## src/hw/rtl/wfr_pkg.sv

```systemverilog
// ----------------------------------------------------------------------------
// Wall-following rover navigation package
// Field widths, event codes, motion commands, navigation state codes and
// configuration indexes that the channel interfaces and the core share.
// ----------------------------------------------------------------------------
package wfr_pkg;

    localparam int unsigned OpcodeW   = 3;
    localparam int unsigned DistW     = 8;
    localparam int unsigned TrendW    = 8;
    localparam int unsigned LapW      = 4;
    localparam int unsigned CmdW      = 3;
    localparam int unsigned TicksW    = 8;
    localparam int unsigned StateW    = 4;
    localparam int unsigned TrendLimW = 7;
    localparam int unsigned CfgIdxW   = 3;
    localparam int unsigned CfgDataW  = 8;

    // Event codes.
    localparam logic [OpcodeW-1:0] OP_TICK_DONE   = 3'd0;
    localparam logic [OpcodeW-1:0] OP_START       = 3'd1;
    localparam logic [OpcodeW-1:0] OP_RESET       = 3'd2;
    localparam logic [OpcodeW-1:0] OP_SENSOR      = 3'd3;
    localparam logic [OpcodeW-1:0] OP_TURN_DONE   = 3'd4;
    localparam logic [OpcodeW-1:0] OP_COLOUR_LINE = 3'd5;

    // Motion commands.
    localparam logic [CmdW-1:0] CMD_NONE      = 3'd0;
    localparam logic [CmdW-1:0] CMD_FORWARD   = 3'd1;
    localparam logic [CmdW-1:0] CMD_STOP      = 3'd2;
    localparam logic [CmdW-1:0] CMD_RIGHT90   = 3'd3;
    localparam logic [CmdW-1:0] CMD_LEFT90    = 3'd4;
    localparam logic [CmdW-1:0] CMD_ADJ_RIGHT = 3'd5;
    localparam logic [CmdW-1:0] CMD_ADJ_LEFT  = 3'd6;

    // Navigation states.
    localparam logic [StateW-1:0] ST_IDLE       = 4'd0;
    localparam logic [StateW-1:0] ST_CRUISE     = 4'd1;
    localparam logic [StateW-1:0] ST_WAIT_WALL  = 4'd2;
    localparam logic [StateW-1:0] ST_FIND_WALL  = 4'd3;
    localparam logic [StateW-1:0] ST_TURN_LEFT  = 4'd4;
    localparam logic [StateW-1:0] ST_TURN_RIGHT = 4'd5;
    localparam logic [StateW-1:0] ST_ADJUST     = 4'd6;
    localparam logic [StateW-1:0] ST_MOVE_AWAY  = 4'd7;
    localparam logic [StateW-1:0] ST_END        = 4'd8;

    // Configuration register indexes.
    localparam logic [CfgIdxW-1:0] CFG_FRONT_CLOSE = 3'd0;
    localparam logic [CfgIdxW-1:0] CFG_RIGHT_CLOSE = 3'd1;
    localparam logic [CfgIdxW-1:0] CFG_WALL_FOUND  = 3'd2;
    localparam logic [CfgIdxW-1:0] CFG_RIGHT_OPEN  = 3'd3;
    localparam logic [CfgIdxW-1:0] CFG_TREND_LIM   = 3'd4;
    localparam logic [CfgIdxW-1:0] CFG_FINISH_LAP  = 3'd5;
    localparam logic [CfgIdxW-1:0] CFG_SEARCH_TCK  = 3'd6;
    localparam logic [CfgIdxW-1:0] CFG_AWAY_TCK    = 3'd7;

    typedef struct packed {
        logic [OpcodeW-1:0] opcode;
        logic [DistW-1:0]   front_distance;
        logic [DistW-1:0]   right_distance;
        logic [TrendW-1:0]  right_trend;
        logic [LapW-1:0]    lap_count;
    } t_event;

    typedef struct packed {
        logic [CmdW-1:0]   motion_command;
        logic [TicksW-1:0] tick_request;
        logic [StateW-1:0] state_code;
        logic              unexpected_event;
    } t_result;

endpackage

```

## src/hw/rtl/wfr_if.sv

```systemverilog
// ----------------------------------------------------------------------------
// Wall-following rover channel interfaces
// Valid/ready channels for events, results and configuration writes.
// ----------------------------------------------------------------------------
interface wfr_event_if;
    logic                            valid;
    logic                            ready;
    logic [wfr_pkg::OpcodeW-1:0]     opcode;
    logic [wfr_pkg::DistW-1:0]       front_distance;
    logic [wfr_pkg::DistW-1:0]       right_distance;
    logic signed [wfr_pkg::TrendW-1:0] right_trend;
    logic [wfr_pkg::LapW-1:0]        lap_count;

    modport source (output valid, opcode, front_distance, right_distance,
                    right_trend, lap_count, input ready);
    modport sink   (input valid, opcode, front_distance, right_distance,
                    right_trend, lap_count, output ready);
endinterface

interface wfr_result_if;
    logic                        valid;
    logic                        ready;
    logic [wfr_pkg::CmdW-1:0]    motion_command;
    logic [wfr_pkg::TicksW-1:0]  tick_request;
    logic [wfr_pkg::StateW-1:0]  state_code;
    logic                        unexpected_event;

    modport source (output valid, motion_command, tick_request, state_code,
                    unexpected_event, input ready);
    modport sink   (input valid, motion_command, tick_request, state_code,
                    unexpected_event, output ready);
endinterface

interface wfr_cfg_if;
    logic                         valid;
    logic                         ready;
    logic [wfr_pkg::CfgIdxW-1:0]  index;
    logic [wfr_pkg::CfgDataW-1:0] data;

    modport source (output valid, index, data, input ready);
    modport sink   (input valid, index, data, output ready);
endinterface

```

## src/hw/rtl/wall_following_rover_fsm_core.sv

```systemverilog
// ----------------------------------------------------------------------------
// Wall-following rover navigation core
// Navigation state machine: one motion result for every event transfer.
// ----------------------------------------------------------------------------
// The core takes one event per clock while the output is not stalled and
// returns exactly one result per event: the event is captured in an input
// register, decided against the current navigation state and the limit
// registers in one pass of comparisons, and the result lands in the output
// register together with the state update. Back-to-back events are handled
// at full rate because the state register is updated in the same cycle the
// result is written. Limits are written through the configuration channel,
// which is always ready, and must only be changed while no event is in flight.
module wall_following_rover_fsm_core (
    input  logic                 i_clk,
    input  logic                 i_rst_n,
    wfr_event_if.sink            i_in,
    wfr_result_if.source         o_out,
    wfr_cfg_if.sink              i_cfg
);

    // Configuration registers.
    logic [wfr_pkg::DistW-1:0]     r_front_close;
    logic [wfr_pkg::DistW-1:0]     r_right_close;
    logic [wfr_pkg::DistW-1:0]     r_wall_found;
    logic [wfr_pkg::DistW-1:0]     r_right_open;
    logic [wfr_pkg::TrendLimW-1:0] r_trend_lim;
    logic [wfr_pkg::LapW-1:0]      r_finish_lap;
    logic [wfr_pkg::TicksW-1:0]    r_search_ticks;
    logic [wfr_pkg::TicksW-1:0]    r_away_ticks;

    logic [wfr_pkg::StateW-1:0]    r_state;
    logic [wfr_pkg::StateW-1:0]    n_state;

    logic                          r_ev_valid;
    wfr_pkg::t_event               r_ev;
    logic                          r_out_valid;
    wfr_pkg::t_result              r_out;
    wfr_pkg::t_result              n_out;

    logic                          ev_advance;
    logic                          in_ready;
    logic                          cfg_we;

    assign cfg_we     = i_cfg.valid && i_cfg.ready;
    assign i_cfg.ready = 1'b1;

    always_ff @(posedge i_clk) begin
        if (!i_rst_n) begin
            r_front_close  <= 8'd18;
            r_right_close  <= 8'd38;
            r_wall_found   <= 8'd70;
            r_right_open   <= 8'd106;
            r_trend_lim    <= 7'd5;
            r_finish_lap   <= 4'd3;
            r_search_ticks <= 8'd50;
            r_away_ticks   <= 8'd10;
        end else if (cfg_we) begin
            case (i_cfg.index)
                wfr_pkg::CFG_FRONT_CLOSE: r_front_close  <= i_cfg.data;
                wfr_pkg::CFG_RIGHT_CLOSE: r_right_close  <= i_cfg.data;
                wfr_pkg::CFG_WALL_FOUND:  r_wall_found   <= i_cfg.data;
                wfr_pkg::CFG_RIGHT_OPEN:  r_right_open   <= i_cfg.data;
                wfr_pkg::CFG_TREND_LIM:   r_trend_lim    <= i_cfg.data[wfr_pkg::TrendLimW-1:0];
                wfr_pkg::CFG_FINISH_LAP:  r_finish_lap   <= i_cfg.data[wfr_pkg::LapW-1:0];
                wfr_pkg::CFG_SEARCH_TCK:  r_search_ticks <= i_cfg.data;
                wfr_pkg::CFG_AWAY_TCK:    r_away_ticks   <= i_cfg.data;
                default: ;
            endcase
        end
    end

    // Pipeline handshake: each register accepts when empty or draining.
    assign ev_advance = r_ev_valid && (!r_out_valid || o_out.ready);
    assign in_ready   = !r_ev_valid || ev_advance;
    assign i_in.ready = in_ready;

    always_ff @(posedge i_clk) begin
        if (!i_rst_n) begin
            r_ev_valid <= 1'b0;
        end else if (in_ready) begin
            r_ev_valid <= i_in.valid;
        end
    end

    always_ff @(posedge i_clk) begin
        if (i_in.valid && in_ready) begin
            r_ev.opcode         <= i_in.opcode;
            r_ev.front_distance <= i_in.front_distance;
            r_ev.right_distance <= i_in.right_distance;
            r_ev.right_trend    <= i_in.right_trend;
            r_ev.lap_count      <= i_in.lap_count;
        end
    end

    // Decision logic for one event.
    logic signed [wfr_pkg::TrendW:0] trend_x;
    logic signed [wfr_pkg::TrendW:0] lim_pos;
    logic signed [wfr_pkg::TrendW:0] lim_neg;
    logic                            front_close;
    logic                            may_turn;

    always_comb begin
        trend_x     = {r_ev.right_trend[wfr_pkg::TrendW-1], r_ev.right_trend};
        lim_pos     = {2'b00, r_trend_lim};
        lim_neg     = -lim_pos;
        front_close = r_ev.front_distance < r_front_close;
        may_turn    = 1'b1;
        n_state     = r_state;
        n_out       = '0;
        case (r_ev.opcode)
            wfr_pkg::OP_TICK_DONE: begin
                if (r_state == wfr_pkg::ST_MOVE_AWAY) begin
                    n_out.motion_command = wfr_pkg::CMD_RIGHT90;
                    n_state = wfr_pkg::ST_TURN_RIGHT;
                end else if (r_state == wfr_pkg::ST_FIND_WALL) begin
                    n_state = wfr_pkg::ST_CRUISE;
                end
            end
            wfr_pkg::OP_START: begin
                n_out.motion_command = wfr_pkg::CMD_FORWARD;
                n_state = wfr_pkg::ST_CRUISE;
            end
            wfr_pkg::OP_RESET: begin
                n_out.motion_command = wfr_pkg::CMD_STOP;
                n_state = wfr_pkg::ST_IDLE;
            end
            wfr_pkg::OP_SENSOR: begin
                if (r_state inside {wfr_pkg::ST_CRUISE, wfr_pkg::ST_WAIT_WALL,
                                    wfr_pkg::ST_FIND_WALL}) begin
                    if (r_state == wfr_pkg::ST_FIND_WALL) begin
                        if (r_ev.right_distance < r_wall_found) begin
                            n_state = wfr_pkg::ST_CRUISE;
                        end else begin
                            may_turn = 1'b0;
                        end
                    end
                    if (front_close) begin
                        n_out.motion_command = wfr_pkg::CMD_LEFT90;
                        n_state = wfr_pkg::ST_TURN_LEFT;
                    end else if (may_turn) begin
                        // A found wall counts as cruise for the rest of the decision.
                        if (r_ev.right_distance >= r_right_open) begin
                            if (n_state == wfr_pkg::ST_CRUISE) begin
                                n_state = wfr_pkg::ST_WAIT_WALL;
                            end else begin
                                n_out.motion_command = wfr_pkg::CMD_RIGHT90;
                                n_state = wfr_pkg::ST_TURN_RIGHT;
                            end
                        end else if (trend_x > lim_pos) begin
                            n_out.motion_command = wfr_pkg::CMD_ADJ_RIGHT;
                            n_state = wfr_pkg::ST_ADJUST;
                        end else if (trend_x < lim_neg) begin
                            n_out.motion_command = wfr_pkg::CMD_ADJ_LEFT;
                            n_state = wfr_pkg::ST_ADJUST;
                        end else if (r_ev.right_distance < r_right_close) begin
                            n_out.motion_command = wfr_pkg::CMD_LEFT90;
                            n_state = wfr_pkg::ST_MOVE_AWAY;
                        end
                    end
                end
            end
            wfr_pkg::OP_TURN_DONE: begin
                if (r_state inside {wfr_pkg::ST_TURN_LEFT, wfr_pkg::ST_TURN_RIGHT}) begin
                    n_state = wfr_pkg::ST_FIND_WALL;
                    n_out.tick_request   = r_search_ticks;
                    n_out.motion_command = wfr_pkg::CMD_FORWARD;
                end else if (r_state == wfr_pkg::ST_ADJUST) begin
                    n_state = wfr_pkg::ST_CRUISE;
                    n_out.motion_command = wfr_pkg::CMD_FORWARD;
                end else if (r_state == wfr_pkg::ST_MOVE_AWAY) begin
                    n_out.tick_request   = r_away_ticks;
                    n_out.motion_command = wfr_pkg::CMD_FORWARD;
                end else begin
                    n_out.unexpected_event = 1'b1;
                end
            end
            wfr_pkg::OP_COLOUR_LINE: begin
                if (r_ev.lap_count == r_finish_lap) begin
                    n_state = wfr_pkg::ST_END;
                    n_out.motion_command = wfr_pkg::CMD_STOP;
                end
            end
            default: ;
        endcase
        n_out.state_code = n_state;
    end

    always_ff @(posedge i_clk) begin
        if (!i_rst_n) begin
            r_state     <= wfr_pkg::ST_IDLE;
            r_out_valid <= 1'b0;
        end else begin
            if (ev_advance) begin
                r_state <= n_state;
            end
            if (ev_advance) begin
                r_out_valid <= 1'b1;
            end else if (o_out.ready) begin
                r_out_valid <= 1'b0;
            end
        end
    end

    always_ff @(posedge i_clk) begin
        if (ev_advance) begin
            r_out <= n_out;
        end
    end

    assign o_out.valid            = r_out_valid;
    assign o_out.motion_command   = r_out.motion_command;
    assign o_out.tick_request     = r_out.tick_request;
    assign o_out.state_code       = r_out.state_code;
    assign o_out.unexpected_event = r_out.unexpected_event;

    // A turn-complete in the wrong state must not move the rover.
    a_unexp_no_motion: assert property (@(posedge i_clk) disable iff (!i_rst_n)
        o_out.valid && o_out.unexpected_event |-> o_out.motion_command == wfr_pkg::CMD_NONE)
        else $error("unexpected event carries a motion command");

    // A tick wait is only requested alongside a forward command.
    a_ticks_fwd: assert property (@(posedge i_clk) disable iff (!i_rst_n)
        o_out.valid && o_out.tick_request != '0 |->
            o_out.motion_command == wfr_pkg::CMD_FORWARD)
        else $error("tick request without forward command");

    // The reported state always matches the state register once delivered.
    a_state_match: assert property (@(posedge i_clk) disable iff (!i_rst_n)
        ev_advance |=> r_state == o_out.state_code)
        else $error("result state differs from navigation state");

    // A reset event always returns the machine to idle.
    a_reset_idle: assert property (@(posedge i_clk) disable iff (!i_rst_n)
        ev_advance && r_ev.opcode == wfr_pkg::OP_RESET |=> r_state == wfr_pkg::ST_IDLE)
        else $error("reset event did not return to idle");

endmodule

```

## src/flat_wrapper.sv

```systemverilog
// flat-port wrapper written by rule: the top's interface ports become plain ports
module wall_following_rover_fsm_core_flat 
  (i_clk, i_rst_n, i_in_valid, i_in_opcode, i_in_front_distance, i_in_right_distance, i_in_right_trend, i_in_lap_count, i_in_ready, o_out_valid, o_out_motion_command, o_out_tick_request, o_out_state_code, o_out_unexpected_event, o_out_ready, i_cfg_valid, i_cfg_index, i_cfg_data, i_cfg_ready);
  wfr_event_if i_in_i ();
  wfr_result_if o_out_i ();
  wfr_cfg_if i_cfg_i ();
  input  logic i_clk;
  input  logic i_rst_n;
  input wire logic [$bits(i_in_i.valid)-1:0] i_in_valid;
  input wire logic [$bits(i_in_i.opcode)-1:0] i_in_opcode;
  input wire logic [$bits(i_in_i.front_distance)-1:0] i_in_front_distance;
  input wire logic [$bits(i_in_i.right_distance)-1:0] i_in_right_distance;
  input wire logic [$bits(i_in_i.right_trend)-1:0] i_in_right_trend;
  input wire logic [$bits(i_in_i.lap_count)-1:0] i_in_lap_count;
  output wire logic [$bits(i_in_i.ready)-1:0] i_in_ready;
  output wire logic [$bits(o_out_i.valid)-1:0] o_out_valid;
  output wire logic [$bits(o_out_i.motion_command)-1:0] o_out_motion_command;
  output wire logic [$bits(o_out_i.tick_request)-1:0] o_out_tick_request;
  output wire logic [$bits(o_out_i.state_code)-1:0] o_out_state_code;
  output wire logic [$bits(o_out_i.unexpected_event)-1:0] o_out_unexpected_event;
  input wire logic [$bits(o_out_i.ready)-1:0] o_out_ready;
  input wire logic [$bits(i_cfg_i.valid)-1:0] i_cfg_valid;
  input wire logic [$bits(i_cfg_i.index)-1:0] i_cfg_index;
  input wire logic [$bits(i_cfg_i.data)-1:0] i_cfg_data;
  output wire logic [$bits(i_cfg_i.ready)-1:0] i_cfg_ready;
  assign i_in_i.valid = i_in_valid;
  assign i_in_i.opcode = i_in_opcode;
  assign i_in_i.front_distance = i_in_front_distance;
  assign i_in_i.right_distance = i_in_right_distance;
  assign i_in_i.right_trend = i_in_right_trend;
  assign i_in_i.lap_count = i_in_lap_count;
  assign i_in_ready = i_in_i.ready;
  assign o_out_valid = o_out_i.valid;
  assign o_out_motion_command = o_out_i.motion_command;
  assign o_out_tick_request = o_out_i.tick_request;
  assign o_out_state_code = o_out_i.state_code;
  assign o_out_unexpected_event = o_out_i.unexpected_event;
  assign o_out_i.ready = o_out_ready;
  assign i_cfg_i.valid = i_cfg_valid;
  assign i_cfg_i.index = i_cfg_index;
  assign i_cfg_i.data = i_cfg_data;
  assign i_cfg_ready = i_cfg_i.ready;
  wall_following_rover_fsm_core u_core (.i_clk(i_clk), .i_rst_n(i_rst_n), .i_in(i_in_i), .o_out(o_out_i), .i_cfg(i_cfg_i));
endmodule
```

## config.mk

```make
export PLATFORM = sky130hd
export DESIGN_NAME = wall_following_rover_fsm_core_flat
export DESIGN_NICKNAME = d
export VERILOG_FILES = /design/src/hw/rtl/wfr_pkg.sv /design/src/hw/rtl/wfr_if.sv /design/src/hw/rtl/wall_following_rover_fsm_core.sv /design/src/flat_wrapper.sv
export SDC_FILE = /design/constraint.sdc
export NUM_CORES = 1
export LEC_CHECK = 0
export BUFFER_PORTS_ARGS = -buffer_cell sky130_fd_sc_hd__buf_2
export CAP_MARGIN = 10
export CORE_ASPECT_RATIO = 1.4
export CORE_MARGIN = 4
export CORE_UTILIZATION = 30
export CTS_BUF_LIST = sky130_fd_sc_hd__clkbuf_16
export DETAILED_ROUTE_END_ITERATION = 12
export GPL_ROUTABILITY_DRIVEN = 0
export GPL_TIMING_DRIVEN = 0
export PLACE_DENSITY = 0.48
export SKIP_CTS_REPAIR_TIMING = 1
export SLEW_MARGIN = 15
export SYNTH_ARGS = -nofsm -noshare
export SYNTH_HDL_FRONTEND = slang
export SYNTH_SLANG_ARGS = --single-unit
```

## constraint.sdc

```tcl
create_clock -name i_clk -period 6.75 [get_ports i_clk]
set_clock_uncertainty 0.2 [all_clocks]
set_input_delay 0.675 -clock i_clk [delete_from_list [all_inputs] [get_ports i_clk]]
set_output_delay 0.675 -clock i_clk [all_outputs]
set_load 0.01 [all_outputs]
```

==> results.cfg <==
[clock_network]
clkSinkCount = 112
insertion_delay_ps = 360
path_clk_slew_ps = 80
cts_buffers = 9
tritoncts = done
cts.htree.levels = 3
cts_buffer_depth = 2
cts_root_buf = clkbuf_16

[logic_synthesis]
synthAdderAreaFrac = 0.0979
synth_flop_cell = dfxtp_1
synthArstFlopShare = 0
yosys-mux-area-fraction = 0.00696
synth_top_family_by_area = simple AND/OR/NAND/NOR gates
synth_cell_types = 61
synth-simple-area-share = 0.184
synth_warnings = 0
syn_nets = 704
synth_cells = 612
synth_edf_count = 47
synthXorXnorAreaFrac = 0.0122
ys_seq_elements = 112
avgSynthCellArea_um2 = 9.40
synth_area_mm2 = 0.00575
synth_seq_area_share = 0.472
synth_compound_area_frac = 0.178

[detailed_routing]
drt-pass1-iter-count = 4
wl_per_cell_um = 15.6
drc = 0
drt-total-wl_um = 14500
dr_total_vias = 4483
via_per_inst = 4.82
drtIter0Drc = 287
drtAntennaViolNets = 0

[finish]
syn_to_final_growth_pct = 16.0
layout_common_cells = nand2_1, dfxtp_1, buf_2, inv_1, edfxtp_1
nets = 773
design_area_mm2 = 0.00668
num_antenna_cells = 0
drive_above_1_share = 0.134
final_common_cell = nand2_1

[critical_path]
arrival_ps = 2930
regToRegEndpoint = u_core.o_out.state_code[1]
reg2reg_from = u_core.r_trend_lim[0]
reg2regPathDepth = 12
startpoint = u_core.r_trend_lim[0]
crit_type = flop to flop
endpoint = u_core.o_out.state_code[1]
crit_path_start_kind = flop
path_max_fanout = 4
r2r_slack_ps = 3720
crit_required_ps = 6640
cp-end-kind = flop

[grt]
track_usage = 0.138
antenna_found_initial = 0
grt_pass1_wl_um = 23500
grt_pass1_vias = 4680
gr-total-overflow = 0
grt_max_degree = 20

[sta]
setup_violations = 0
maxSlewHeadroom = 0.528
fin_setup_tns_ps = 0
fmax_ghz = 0.330
rsz0062_at_grt = false
worst_slew_pin_slew_ps = 707
fin_crit_ps = 3030
slew_viol_final = 0
period_share = 0.449
hold_viol_final = 0

[die]
rows = 59
start_util = 0.307
die_x_um = 125
pin_count = 66
core_area_mm2 = 0.0188
die_h_um = 172
die-area_mm2 = 0.0215

[power_and_ir_drop]
power.switching_fraction = 0.255
p_clk_frac = 0.380
p_leak_uw = 0.00263
seq_power_share = 0.511
pwr-share-comb = 0.109
p_sw_uw = 372
power_density_mw_per_mm2 = 219
p_int_uw = 1090
ir_drop_mv = 0.105

[flow_run]
drv_cap = 0

[placed_design]
dp.final_hpwl_um = 11500
place_area_mm2 = 0.00637
io_buffer_count = 57

[run_status]
status = completed

[worst_hold_path]
hold_path.class = flop to flop
[power by group through the flow]
stage          combinational [uW]  sequential, uW  clock [uW]
6_report                      159             747         555
5_1_grt                       181             750         599
4_1_cts                       161             748         576
3_5_place_dp                  160             763           0
3_3_place_gp                  154             763           0
2_1_floorplan                 102             760           0
[critical path: stages, from the launching register on]
cell and delay [ps]:
dfxtp_1 390, inv_1 100, ha_1 220, and3_1 210, nand3_1 120, nor2_1 70
ha_1 340, nand3_1 110, o2111ai_1 220, o21a_1 170, o211ai_2 130, o211ai_1 350
a21oi_1 140
[flip-flops by register name (all words and copies together), names as in the netlist]
register and count:
u_core.r_trend_lim 7, u_core.r_finish_lap 4, u_core.o_out.unexpected_event 1, u_core.r_wall_found 8
u_core.o_out.tick_request 8, u_core.o_out.state_code 4, u_core.r_search_ticks 8, u_core.o_out.valid 1
u_core.r_away_ticks 8, u_core.r_front_close 8, u_core.r_right_open 8, u_core.r_state 4
u_core.r_right_close 8, u_core.o_out.motion_command 3, u_core.r_ev 31, u_core.r_ev_valid 1
[cells in the mapped netlist (6+ instances only)]
| library cell | count | area (um^2) |
|---|---|---|
| xnor2_1 | 7 | 61.3 |
| o21ai_0 | 10 | 50.1 |
| nand2_1 | 123 | 462 |
| nor2_1 | 34 | 128 |
| a21oi_1 | 26 | 130 |
| edfxtp_1 | 47 | 1410 |
| nor2b_1 | 17 | 106 |
| o21a_1 | 6 | 45.0 |
| a21boi_0 | 37 | 278 |
| inv_1 | 49 | 184 |
| dfxtp_1 | 65 | 1300 |
| ha_1 | 45 | 563 |
| nand2b_1 | 7 | 43.8 |
| nand3_1 | 16 | 80.1 |
| o31ai_1 | 6 | 45.0 |
| o211ai_1 | 16 | 120 |
| clkbuf_1 | 21 | 78.8 |
[per-layer routing]
| metal | share of wire | routed length [um] | vias to the layer above | global-route usage |
|---|---|---|---|---|
| li1 | - | - | 2270 | - |
| met1 | 0.40 | 5780 | 2084 | 0.149 |
| met2 | 0.52 | 7570 | 96 | 0.255 |
| met3 | 0.043 | 631 | 33 | 0.0269 |
| met4 | 0.037 | 534 | 0 | 0.0745 |
| met5 | 0 | 0 | - | 0 |
[worst min-delay path by stage]
stage                                   startpoint                       end  slack [ps]  cells past startpoint
after floorplan           u_core.r_search_ticks[1]  u_core.r_search_ticks[1]         230                      2
after global routing        i_in_front_distance[0]           u_core.r_ev[20]         270                      1
after detailed placement    u_core.r_wall_found[0]    u_core.r_wall_found[0]         260                      2
final                       u_core.r_wall_found[0]    u_core.r_wall_found[0]         260                      2
after CTS                   u_core.r_wall_found[0]    u_core.r_wall_found[0]         270                      2
after global placement    u_core.r_search_ticks[4]  u_core.r_search_ticks[4]         250                      2
[logic make-up (layout without fill, tap and decap cells)]
group,count (synthesis),in the layout
buffers and inverters,73,147
flip-flops,112,112
multiplexers,4,4
adder cells (fa/ha/maj),45,45
XOR/XNOR,8,8
AO/OA/AOI/OAI,143,143
other,1,1
AND/OR/NAND/NOR,226,226
[layout make-up]
cell class                      count  area, um^2
Buffer                             24        96.3
Clock buffer                        9         225
Clock inverter                      7        77.6
Fill cell                        1925       12100
Inverter                           49         184
Multi-Input combinational cell    427        2760
Sequential cell                   112        2710
Tap cell                          244         305
Timing Repair Buffer               58         313
[per-stage QoR]
| step | power [uW] | hold slack, ps | setup WS (ps) | instances | util |
|---|---|---|---|---|---|
| floorplan | 863 | 233 | 4130 | 612 | - |
| global placement | 917 | 248 | 3840 | 913 | 0.338 |
| detailed placement | 924 | 255 | 3780 | 914 | 0.340 |
| CTS | 1490 | 266 | 3770 | 930 | 0.356 |
| global route | 1530 | 266 | 3580 | 930 | 0.356 |
| finish | 1460 | 263 | 3720 | 930 | 0.356 |
(Power assumes the default switching activity.)
